--- src/rtl/tabsg_pkg.sv ---
// Package with the constants of the step generator.
`timescale 1ns / 1ps
package tabsg_pkg;
  localparam int unsigned Axes = 3;
  localparam logic [1:0] OpTick = 2'd0;
  localparam logic [1:0] OpReset = 2'd1;
  localparam logic [1:0] OpZero = 2'd2;
  localparam logic [1:0] OpNop = 2'd3;
  localparam logic [1:0] KindMove = 2'd0;
  localparam logic [1:0] KindMoveTo = 2'd1;
  localparam logic [1:0] KindMoveAt = 2'd2;
  localparam logic [1:0] KindOther = 2'd3;
  localparam logic [7:0] TicksReset = 8'd10;
  localparam logic [9:0] MsScale = 10'd1000;
endpackage

--- src/rtl/three_axis_bresenham_step_generator_top.sv ---
// Top level of the three-axis Bresenham step pulse generator.
`timescale 1ns / 1ps
// Usage: each input item carries one opcode (timer tick, reset request, zero
// positions or no-op) together with a view of the motion queue head. Each item
// yields exactly one result item with step pulses, directions, the busy flag
// and the three 32-bit signed positions.
// Items are processed one at a time. Block setup uses serial units: a
// 48-step restoring division for 1000 * longest axis / speed and an 8-step
// shift-add multiply of ticks_per_ms and the duration. The Bresenham update
// of all three axes is done together in the S_FIN state.
// Non-tick opcodes, ticks with an empty queue and dropped blocks go straight
// to the result register. A tick on an active block or one that takes an
// other-kind block first passes the Bresenham update; a tick that takes a
// move or move-at block also runs the multiply before it, and a move-to
// block the division and the multiply.
// The result waits in an output register; a stall on the result channel
// holds it and the block takes no new item until it is taken.
// Reset clears positions, errors, counters and the active block, and sets
// ticks_per_ms to 10. Writes of ticks_per_ms are taken whenever cfg_we_i
// is high.
module three_axis_bresenham_step_generator_top (
  input  logic               clk_i,
  input  logic               rst_ni,
  input  logic               cfg_we_i,
  input  logic [7:0]         cfg_wdata_i,
  input  logic               in_valid_i,
  output logic               in_stall_o,
  input  logic [1:0]         opcode_i,
  input  logic               head_valid_i,
  input  logic [1:0]         head_type_i,
  input  logic signed [15:0] head_dx_i,
  input  logic signed [15:0] head_dy_i,
  input  logic signed [15:0] head_dz_i,
  input  logic signed [15:0] head_time_i,
  input  logic               more_queued_i,
  output logic               out_valid_o,
  input  logic               out_stall_i,
  output logic               took_block_o,
  output logic               step_x_o,
  output logic               step_y_o,
  output logic               step_z_o,
  output logic               dir_x_o,
  output logic               dir_y_o,
  output logic               dir_z_o,
  output logic               busy_res_o,
  output logic signed [31:0] pos_x_o,
  output logic signed [31:0] pos_y_o,
  output logic signed [31:0] pos_z_o
);
  typedef enum logic [3:0] {
    S_IDLE, S_MAG, S_DIV, S_DUR, S_MUL, S_ERRI, S_BRES, S_FIN, S_OUT
  } state_e;

  state_e      state_q;
  logic [7:0]  tpm_q;
  logic [31:0] pos_q [3];
  logic [31:0] err_q [3];
  logic [31:0] dlt_q [3];
  logic [2:0]  neg_q;
  logic [31:0] seg_q;
  logic [7:0]  tick_q;
  logic [15:0] ms_q;
  logic        act_q;
  logic [1:0]  kind_q;
  logic [15:0] dur_q;
  // Latched item.
  logic [1:0]  ht_q;
  logic [15:0] hd_q [3];
  logic [15:0] ht16_q;
  // Serial engine.
  logic [5:0]  cnt_q;
  logic [2:0]  stp_q;
  logic        took_q, queued_q;
  // Division / multiply registers.
  logic [47:0] num_q;
  logic [16:0] rem_q;
  logic [15:0] dvs_q;
  logic        qneg_q;
  logic [31:0] acc_q;
  logic [31:0] mcand_q;
  logic [7:0]  mplr_q;

  assign in_stall_o = (state_q != S_IDLE);

  logic [31:0] mx;
  logic [31:0] m01;
  always_comb begin
    m01 = (dlt_q[0] > dlt_q[1]) ? dlt_q[0] : dlt_q[1];
    mx  = (m01 > dlt_q[2]) ? m01 : dlt_q[2];
  end

  // Divider step on the 17-bit remainder.
  logic [16:0] rsh;
  logic [16:0] rsub;
  always_comb begin
    rsh  = {rem_q[15:0], num_q[47]};
    rsub = rsh - {1'b0, dvs_q};
  end

  logic [15:0] quo16;
  assign quo16 = qneg_q ? (16'd0 - num_q[15:0]) : num_q[15:0];

  // Half of the new segment length, rounded toward zero.
  logic [31:0] half;
  assign half = {acc_q[31], acc_q[31:1]} + {31'd0, acc_q[31] & acc_q[0]};

  logic [7:0] tick_inc;
  assign tick_inc = tick_q + 8'd1;
  logic [15:0] ms_next;
  assign ms_next = (tick_inc == tpm_q) ? ms_q + 16'd1 : ms_q;

  always_ff @(posedge clk_i or negedge rst_ni) begin
    if (!rst_ni) begin
      state_q <= S_IDLE;
      tpm_q <= tabsg_pkg::TicksReset;
      for (int i = 0; i < 3; i++) begin
        pos_q[i] <= '0;
        err_q[i] <= '0;
        dlt_q[i] <= '0;
      end
      neg_q <= '0;
      seg_q <= '0;
      tick_q <= '0;
      ms_q <= '0;
      act_q <= 1'b0;
      kind_q <= '0;
      dur_q <= '0;
      out_valid_o <= 1'b0;
      cnt_q <= '0;
      stp_q <= '0;
      took_q <= 1'b0;
      queued_q <= 1'b0;
    end else begin
      if (cfg_we_i) begin
        tpm_q <= cfg_wdata_i;
      end
      case (state_q)
        S_IDLE: begin
          if (in_valid_i) begin
            ht_q <= head_type_i;
            hd_q[0] <= head_dx_i;
            hd_q[1] <= head_dy_i;
            hd_q[2] <= head_dz_i;
            ht16_q <= head_time_i;
            stp_q <= '0;
            took_q <= 1'b0;
            queued_q <= head_valid_i;
            if (opcode_i == tabsg_pkg::OpReset) begin
              act_q <= 1'b0;
              tick_q <= '0;
              ms_q <= '0;
              state_q <= S_OUT;
            end else if (opcode_i == tabsg_pkg::OpZero) begin
              for (int i = 0; i < 3; i++) begin
                pos_q[i] <= '0;
                err_q[i] <= '0;
              end
              state_q <= S_OUT;
            end else if (opcode_i != tabsg_pkg::OpTick) begin
              state_q <= S_OUT;
            end else if (!act_q && head_valid_i) begin
              took_q <= 1'b1;
              queued_q <= more_queued_i;
              tick_q <= '0;
              ms_q <= '0;
              if (head_type_i == tabsg_pkg::KindOther) begin
                act_q <= 1'b1;
                kind_q <= tabsg_pkg::KindOther;
                state_q <= S_FIN;
              end else if ((head_type_i == tabsg_pkg::KindMove &&
                            (head_time_i[15] || head_time_i == 16'sd0)) ||
                           (head_type_i == tabsg_pkg::KindMoveTo &&
                            head_time_i == 16'sd0)) begin
                state_q <= S_OUT;
              end else begin
                state_q <= S_MAG;
              end
            end else if (!act_q) begin
              state_q <= S_OUT;
            end else begin
              state_q <= S_FIN;
            end
          end
        end
        S_MAG: begin
          // Axis deltas and directions of the new block.
          for (int i = 0; i < 3; i++) begin
            logic [31:0] d;
            d = {{16{hd_q[i][15]}}, hd_q[i]};
            if (ht_q == tabsg_pkg::KindMoveTo) begin
              d = d - pos_q[i];
            end
            neg_q[i] <= d[31];
            dlt_q[i] <= d[31] ? 32'd0 - d : d;
          end
          kind_q <= ht_q;
          act_q <= 1'b1;
          cnt_q <= '0;
          if (ht_q == tabsg_pkg::KindMoveTo) begin
            state_q <= S_DIV;
          end else begin
            dur_q <= ht16_q;
            state_q <= S_DUR;
          end
        end
        S_DIV: begin
          if (cnt_q == 6'd0) begin
            // The product fits in 42 bits; magnitude of the speed divides it.
            num_q <= ({16'd0, mx} << 10) - ({16'd0, mx} << 4) - ({16'd0, mx} << 3);
            rem_q <= '0;
            dvs_q <= ht16_q[15] ? 16'd0 - ht16_q : ht16_q;
            qneg_q <= ht16_q[15];
            cnt_q <= 6'd1;
          end else begin
            if (!rsub[16]) begin
              rem_q <= rsub;
              num_q <= {num_q[46:0], 1'b1};
            end else begin
              rem_q <= rsh;
              num_q <= {num_q[46:0], 1'b0};
            end
            if (cnt_q == 6'd48) begin
              state_q <= S_DUR;
            end
            cnt_q <= cnt_q + 6'd1;
          end
        end
        S_DUR: begin
          if (kind_q == tabsg_pkg::KindMoveTo) begin
            dur_q <= quo16;
            mcand_q <= {{16{quo16[15]}}, quo16};
          end else begin
            mcand_q <= {{16{dur_q[15]}}, dur_q};
          end
          mplr_q <= tpm_q;
          acc_q <= '0;
          cnt_q <= '0;
          state_q <= S_MUL;
        end
        S_MUL: begin
          // Shift-add product of ticks_per_ms and the duration.
          if (mplr_q[0]) begin
            acc_q <= acc_q + mcand_q;
          end
          mcand_q <= mcand_q << 1;
          mplr_q <= mplr_q >> 1;
          if (cnt_q == 6'd7) begin
            state_q <= S_ERRI;
          end
          cnt_q <= cnt_q + 6'd1;
        end
        S_ERRI: begin
          seg_q <= acc_q;
          for (int i = 0; i < 3; i++) begin
            err_q[i] <= dlt_q[i] - half;
          end
          state_q <= S_FIN;
        end
        S_FIN: begin
          tick_q <= (tick_inc == tpm_q) ? 8'd0 : tick_inc;
          ms_q <= ms_next;
          if (act_q && kind_q != tabsg_pkg::KindOther) begin
            for (int i = 0; i < 3; i++) begin
              if (!err_q[i][31] && err_q[i] != 32'd0) begin
                stp_q[i] <= 1'b1;
                pos_q[i] <= pos_q[i] + (neg_q[i] ? 32'hFFFF_FFFF : 32'd1);
                err_q[i] <= err_q[i] - seg_q + dlt_q[i];
              end else begin
                err_q[i] <= err_q[i] + dlt_q[i];
              end
            end
            if (kind_q == tabsg_pkg::KindMoveAt) begin
              if (queued_q) act_q <= 1'b0;
            end else if ($signed(ms_next) >= $signed(dur_q)) begin
              act_q <= 1'b0;
            end
          end
          state_q <= S_OUT;
        end
        S_OUT: begin
          if (!out_valid_o) begin
            out_valid_o <= 1'b1;
          end else if (!out_stall_i) begin
            out_valid_o <= 1'b0;
            state_q <= S_IDLE;
          end
        end
        default: state_q <= S_IDLE;
      endcase
    end
  end

  assign took_block_o = took_q;
  assign step_x_o = stp_q[0];
  assign step_y_o = stp_q[1];
  assign step_z_o = stp_q[2];
  assign dir_x_o = neg_q[0];
  assign dir_y_o = neg_q[1];
  assign dir_z_o = neg_q[2];
  assign busy_res_o = act_q | queued_q;
  assign pos_x_o = pos_q[0];
  assign pos_y_o = pos_q[1];
  assign pos_z_o = pos_q[2];
endmodule

--- config.mk ---
export PLATFORM = sky130hd
export DESIGN_NAME = three_axis_bresenham_step_generator_top
export DESIGN_NICKNAME = d
export VERILOG_FILES = /design/src/rtl/tabsg_pkg.sv /design/src/rtl/three_axis_bresenham_step_generator_top.sv
export SDC_FILE = /design/constraint.sdc
export NUM_CORES = 2
export LEC_CHECK = 0
export ABC_AREA = 0
export BUFFER_PORTS_ARGS = -buffer_cell sky130_fd_sc_hd__buf_2
export CAP_MARGIN = 10
export CORE_AREA = 2 2 325 327
export CTS_CLUSTER_DIAMETER = 50
export DETAILED_ROUTE_END_ITERATION = 6
export DIE_AREA = 0 0 327 329
export PLACE_DENSITY_LB_ADDON = 0.3
export SLEW_MARGIN = 15
export SYNTH_ARGS = -nofsm -noshare
export SYNTH_HDL_FRONTEND = slang
export SYNTH_SLANG_ARGS = --single-unit
--- constraint.sdc ---
create_clock -name clk_i -period 10.3 [get_ports clk_i]
set_clock_uncertainty 0.1 [all_clocks]
set_input_delay 1.545 -clock clk_i [delete_from_list [all_inputs] [get_ports clk_i]]
set_output_delay 1.545 -clock clk_i [all_outputs]
set_load 0.05 [all_outputs]
* Word level (Yosys, flattened, before mapping) *
Memory sizes are Yosys's and may differ from the RTL's.
Cells that the tools add are included.

storage, ports and cells
  memory bits (read-only) = 0
  latch bits = 0
  bits in writable memories = 48
  register bits = 561
  memories kept = 1
  input bits = 83
  output and inout port bits = 106

cells by class
  eq/ne operators = 43
  divide/modulo/power cells = 0
  add/subtract/negate cells = 31
  multiplexer cells = 108
  order comparisons = 3
  bitwise logic cells = 2
  $mul = 0
  reduce and logical (&&, ||, !) cells = 49
  shifts and indexed selects = 0

memory list
  memory  words  bits a word  rd ports  clocked after Yosys merged registers in  write ports  RTL line                                       text
  hd_q    3      16           3         0                                        3            three_axis_bresenham_step_generator_top.sv:68  logic [15:0] hd_q [3];

operators with widths
  kind                                               number
  2-to-1 mux 32 bit                                  22
  2-to-1 mux 96 bit                                  5
  adder 32 bit                                       10
  one-hot mux 96 bit (3 select lines)                1
  subtractor 32 bit                                  9
  one-hot mux 96 bit (2 select lines)                1
  2-to-1 mux 16 bit                                  10
  one-hot mux 32 bit (2 select lines)                2
  nonzero test 32 bit                                3
  subtractor 1 x 32 -> 32 bit, first input constant  3
  > comparator 32 bit                                2
  one-hot mux 16 bit (2 select lines)                2
  2-to-1 mux 4 bit                                   13
  2-to-1 mux 48 bit                                  1
  2-to-1 mux 8 bit                                   6
  subtractor 43 x 36 -> 44 bit                       1
  subtractor 42 x 36 -> 43 bit                       1
  != test 2 bit, second input constant               20
  adder 31 x 2 -> 32 bit                             1
  one-hot mux 4 bit (8 select lines)                 1
  one-hot mux 8 bit (2 select lines)                 2
  subtractor 1 x 16 -> 16 bit, first input constant  2
  2-to-1 mux 1 bit                                   28
  AND reduction 6 bit                                4
  42 further kinds                                   86

* Longest topological paths before layout *
  depth in word-level cells = 12
  mapped depth = 54
  depth with buffers taken out = 43

* Least setup slack after synthesis *
Ideal clock, no wire load.

  kind = register to register
  start point = register dlt_q[40] in the netlist's numbering
  end point = register num_q[37] (data pin)
  stages on the path, launching flop included = 51
  setup time = 0.135 ns
  arrival time = 10.613 ns
  slack = -0.548 ns
  cell sequence = dfrtp_1 -> inv_1 -> ha_1 -> nand4_1 -> or3_4 -> a21o_1 -> a41o_1 -> nand2_1 -> buf_2 -> buf_1 -> buf_1 -> clkbuf_1 -> nor2_1 -> a21oi_1 -> inv_1 -> ha_1 -> a21oi_1 -> o21ai_1 -> (+15 left out) -> or4_1 -> a21oi_1 -> o21ai_1 -> a2111o_1 -> and2_1 -> o21ai_0 -> a21oi_1 -> xnor2_1 -> ha_1 -> nand4_1 -> o211ai_1 -> a21o_1 -> o21ai_1 -> a211oi_1 -> a21o_1 -> nor3_1 -> or3_1 -> nand3_1

between the ends
  word-level cells in the longest chain between the ends = 7

RTL lines
  what                              RTL line                                        text
  start: declaration                three_axis_bresenham_step_generator_top.sv:58   logic [31:0] dlt_q [3];
  start signal: indexed assignment  three_axis_bresenham_step_generator_top.sv:194  dlt_q[i] <= d[31] ? 32'd0 - d : d;
  > comparator 32 bit               three_axis_bresenham_step_generator_top.sv:88   m01 = (dlt_q[0] > dlt_q[1]) ? dlt_q[0] : dlt_q[1];
  2-to-1 mux 32 bit *               three_axis_bresenham_step_generator_top.sv:88
  > comparator 32 bit               three_axis_bresenham_step_generator_top.sv:89   mx = (m01 > dlt_q[2]) ? m01 : dlt_q[2];
  2-to-1 mux 32 bit *               three_axis_bresenham_step_generator_top.sv:89
  subtractor 42 x 36 -> 43 bit      three_axis_bresenham_step_generator_top.sv:209  num_q <= ({16'd0, mx} << 10) - ({16'd0, mx} << 4) - ({16'd0, mx} << 3);
  subtractor 43 x 36 -> 44 bit *    three_axis_bresenham_step_generator_top.sv:209
  2-to-1 mux 48 bit *               three_axis_bresenham_step_generator_top.sv:207  if (cnt_q == 6'd0) begin
  end signal: assignment            three_axis_bresenham_step_generator_top.sv:209
  end signal: assignment            three_axis_bresenham_step_generator_top.sv:217  num_q <= {num_q[46:0], 1'b1};
  end signal: assignment            three_axis_bresenham_step_generator_top.sv:220  num_q <= {num_q[46:0], 1'b0};
  end: declaration                  three_axis_bresenham_step_generator_top.sv:75   logic [47:0] num_q;

Every way passes the cells marked *; elsewhere a longest branch is shown, timed or not.
A chain may end at the register's enable or synchronous reset.

* Worst setup path in the final report *
  start point = register dlt_q[59] in the netlist's numbering
  end point = register num_q[45] (data pin)

Same word-level chain as after synthesis.

==> impl_metrics.csv <==
group,metric,value,unit
timing,rsz0062_at_grt,"no",
route,drtIter0Drc,5436,
timing,hold_viol,0,
global_route,grt_pass1_wl,305000,um
clocking,clk_latency,0.70,ns
route,wirelength,198000,um
critical_path,rrSetupSlack,0.58,ns
global_route,grt-ovfl-total,0,
floorplan,num_rows,119,
floorplan,dieArea,108000,um^2
route,post_drt_wl_per_cell,21.6,um
yosys,yosys-top-cells-area,"dfrtp_1, ha_1, edfxtp_1, xnor2_1, nand2_1",
floorplan,fp.dieH,329,um
timing,tns,0,ns
yosys,synth_top_area_share,15.9,%
yosys,synth_cell_types,102,
timing,final-max-slew-violation-count,0,
global_route,antenna_found_initial,6,
timing,slew_headroom,19.5,%
layout,final_nets,8542,
yosys,synth_flop_cell,"dfrtp_1",
global_route,grt_use_total,36.1,%
clocking,clock_sinks,609,
clocking,cts_tree,"built",
clocking,cts_root_buffer,"clkbuf_16",
route,drtPass1Iterations,7,
yosys,synth-edff-count,219,
layout,syn_to_final_growth,11.0,%
yosys,synth_seq_cells,609,
yosys,syn_nets,8318,
route,vias_per_cell,6.22,
yosys,synth_area_leader_cell,"dfrtp_1",
critical_path,crit_required,10.75,ns
yosys,post-synth-top-count-cell,"nand2_1",
clocking,numCtsBuffers,99,
route,postRouteAntennaNets,0,
outcome,violations,"DRC",
yosys,synthCells,7467,
route,drc,1,
yosys,yosysWarnings,0,
floorplan,initial_utilization,58.4,%
timing,setup_viol,0,
layout,drive_gt1_share,8.16,%
clocking,clkTransAtPathRegs,0.06,ns
yosys,syn_area_per_cell,8.17,um^2
critical_path,path_class,"register to register",
yosys,mappedNetlistArea,61000,um^2
critical_path,end_kind,"register",
critical_path,start_kind,"register",
floorplan,die_w,327,um
run,drv_cap,0,
outcome,status,"finished with violations",
clocking,cts_max_level,3,
critical_path,cpMaxStageDelayCell,"nor2_2",
yosys,yosysSeqAreaShare,26.8,%
timing,tightestPinTransition,1.18,ns
timing,fin_crit,9.72,ns
placed_design,hpwl,155000,um
route,dr_total_vias,57100,
worst_hold_path,hold_class,"register to register",
floorplan,io_pins,189,
timing,max_freq,0.103,GHz
yosys,synthTopCellsByCount,"nand2_1, inv_1, ha_1, o21ai_0, a21oi_1",
critical_path,cp_max_fo,11,
timing,finalCritPeriodShare,94.3,%
floorplan,core,104000,um^2
global_route,grt_pass1_vias,53600,
critical_path,cp_common_cell,"ha_1",
placed_design,port-buffer-count,188,
global_route,grt_start_max_net_pins,84,
clocking,clk_path_buf_depth,3,
critical_path,max_stage_delay,0.69,ns
critical_path,arrival,10.17,ns
placed_design,gp_congestion,1.08,
yosys,synthArstFlopShare,64.0,%
## sequential cells by signal, summed over array words and instances (netlist names), 8 cells and up
register / cells
seg_q: 32
hd_q: 48
dvs_q: 16
mcand_q: 32
ms_q: 16
pos_z_o: 32
dur_q: 16
ht16_q: 16
pos_y_o: 32
dlt_q: 96
rem_q: 16
acc_q: 32
mplr_q: 8
pos_x_o: 32
err_q: 96
tick_q: 8
tpm_q: 8
num_q: 48
## cells in the final DEF, fill, tap and decap left out, types with 64 or more instances in the layout
cell type	synthesis	layout
a21o_1	179	178
clkbuf_16	0	101
nor3_1	181	177
ha_1	661	661
o21a_1	76	76
nor2_1	459	456
buf_4	0	148
nor2b_1	78	77
a21oi_1	580	578
xor2_1	265	264
and3_1	76	74
fa_1	107	107
edfxtp_1	219	219
o31ai_1	67	67
or3_1	88	86
nand2_1	882	878
buf_2	3	187
nand2b_1	102	101
dfrtp_1	388	388
a221oi_1	64	64
a211oi_1	69	69
inv_1	722	722
nand3_1	152	151
o21ai_0	608	604
xnor2_1	385	384
## what timing repair did
| item | 4_1_cts | 5_1_grt |
|---|---|---|
| hold buffers | 0 | 0 |
| resized for setup | 0 | 10 |
| buffers inserted | 0 | 3 |
| endpoints found under the setup margin | 0 | 19 |
## through the flow
stage	util (%)	setup slack [ns]	hold WS, ns	cells	cell area [um^2]
finish	64.9	0.585	0.374	9174	67700
detailed placement	61.5	0.379	0.362	8978	64200
global route	64.9	0.00516	0.391	9169	67700
global placement	61.5	0.529	0.357	8978	64200
CTS	64.8	0.326	0.375	9166	67600
floorplan	-	0.0746	0.364	7467	61000
## path summary, 6_finish.rpt
check	cells past startpoint	to	start
setup / recovery	37	num_q[45]	dlt_q[59]
max in group asynchronous	3	stp_q[2]	rst_ni
min in group asynchronous	1	pos_y_o[10]	rst_ni
setup reg to reg	37	num_q[45]	dlt_q[59]
hold / removal	1	stp_q[2]	stp_q[2]
hold reg to reg	1	stp_q[2]	stp_q[2]
## cells by family (layout without fill, tap and decap cells)
| group | after synthesis | in the layout | synth area share [%] |
|---|---|---|---|
| xor+xnor | 650 | 650 | 9.33 |
| fa+ha+maj | 769 | 769 | 17.1 |
| other cells | 0 | 5 | 0 |
| compound gates | 2163 | 2163 | 22.5 |
| mux | 66 | 66 | 1.12 |
| buf+inv | 938 | 1249 | 5.79 |
| flops | 609 | 609 | 26.8 |
| simple gates | 2272 | 2272 | 17.4 |
## worst max-delay path, delay by kind of cell (launching register included)
family,cells,cell delay (ns)
AOI/OAI and AO/OA,19,3.95
and+or+nand+nor,10,3.24
adders and majority gates,4,1.36
DFF,1,0.40
buffers and inverters,3,0.39
xor gates and xnor gates,1,0.14
## cell type report
type,instances,area (um^2)
multi-input combinational,5920,41300
fill,8937,36700
sequential,609,16300
inverter,723,2710
clock buffer,112,2630
timing repair buffer,338,2090
tap,1391,1740
clock inverter,76,846
antenna,5,12.5
## layer usage
metal | global-route usage [%] | share of wire, % | wire length [um]
met1 | 48.1 | 42 | 82400
met2 | 55.9 | 43 | 86100
met3 | 8.14 | 9.5 | 18900
met4 | 17.1 | 5.3 | 10600
met5 | 0 | 0.012 | 24
Power is not shown: default switching activity piles up to over one toggle a cycle in this logic, so the estimate is an artifact.
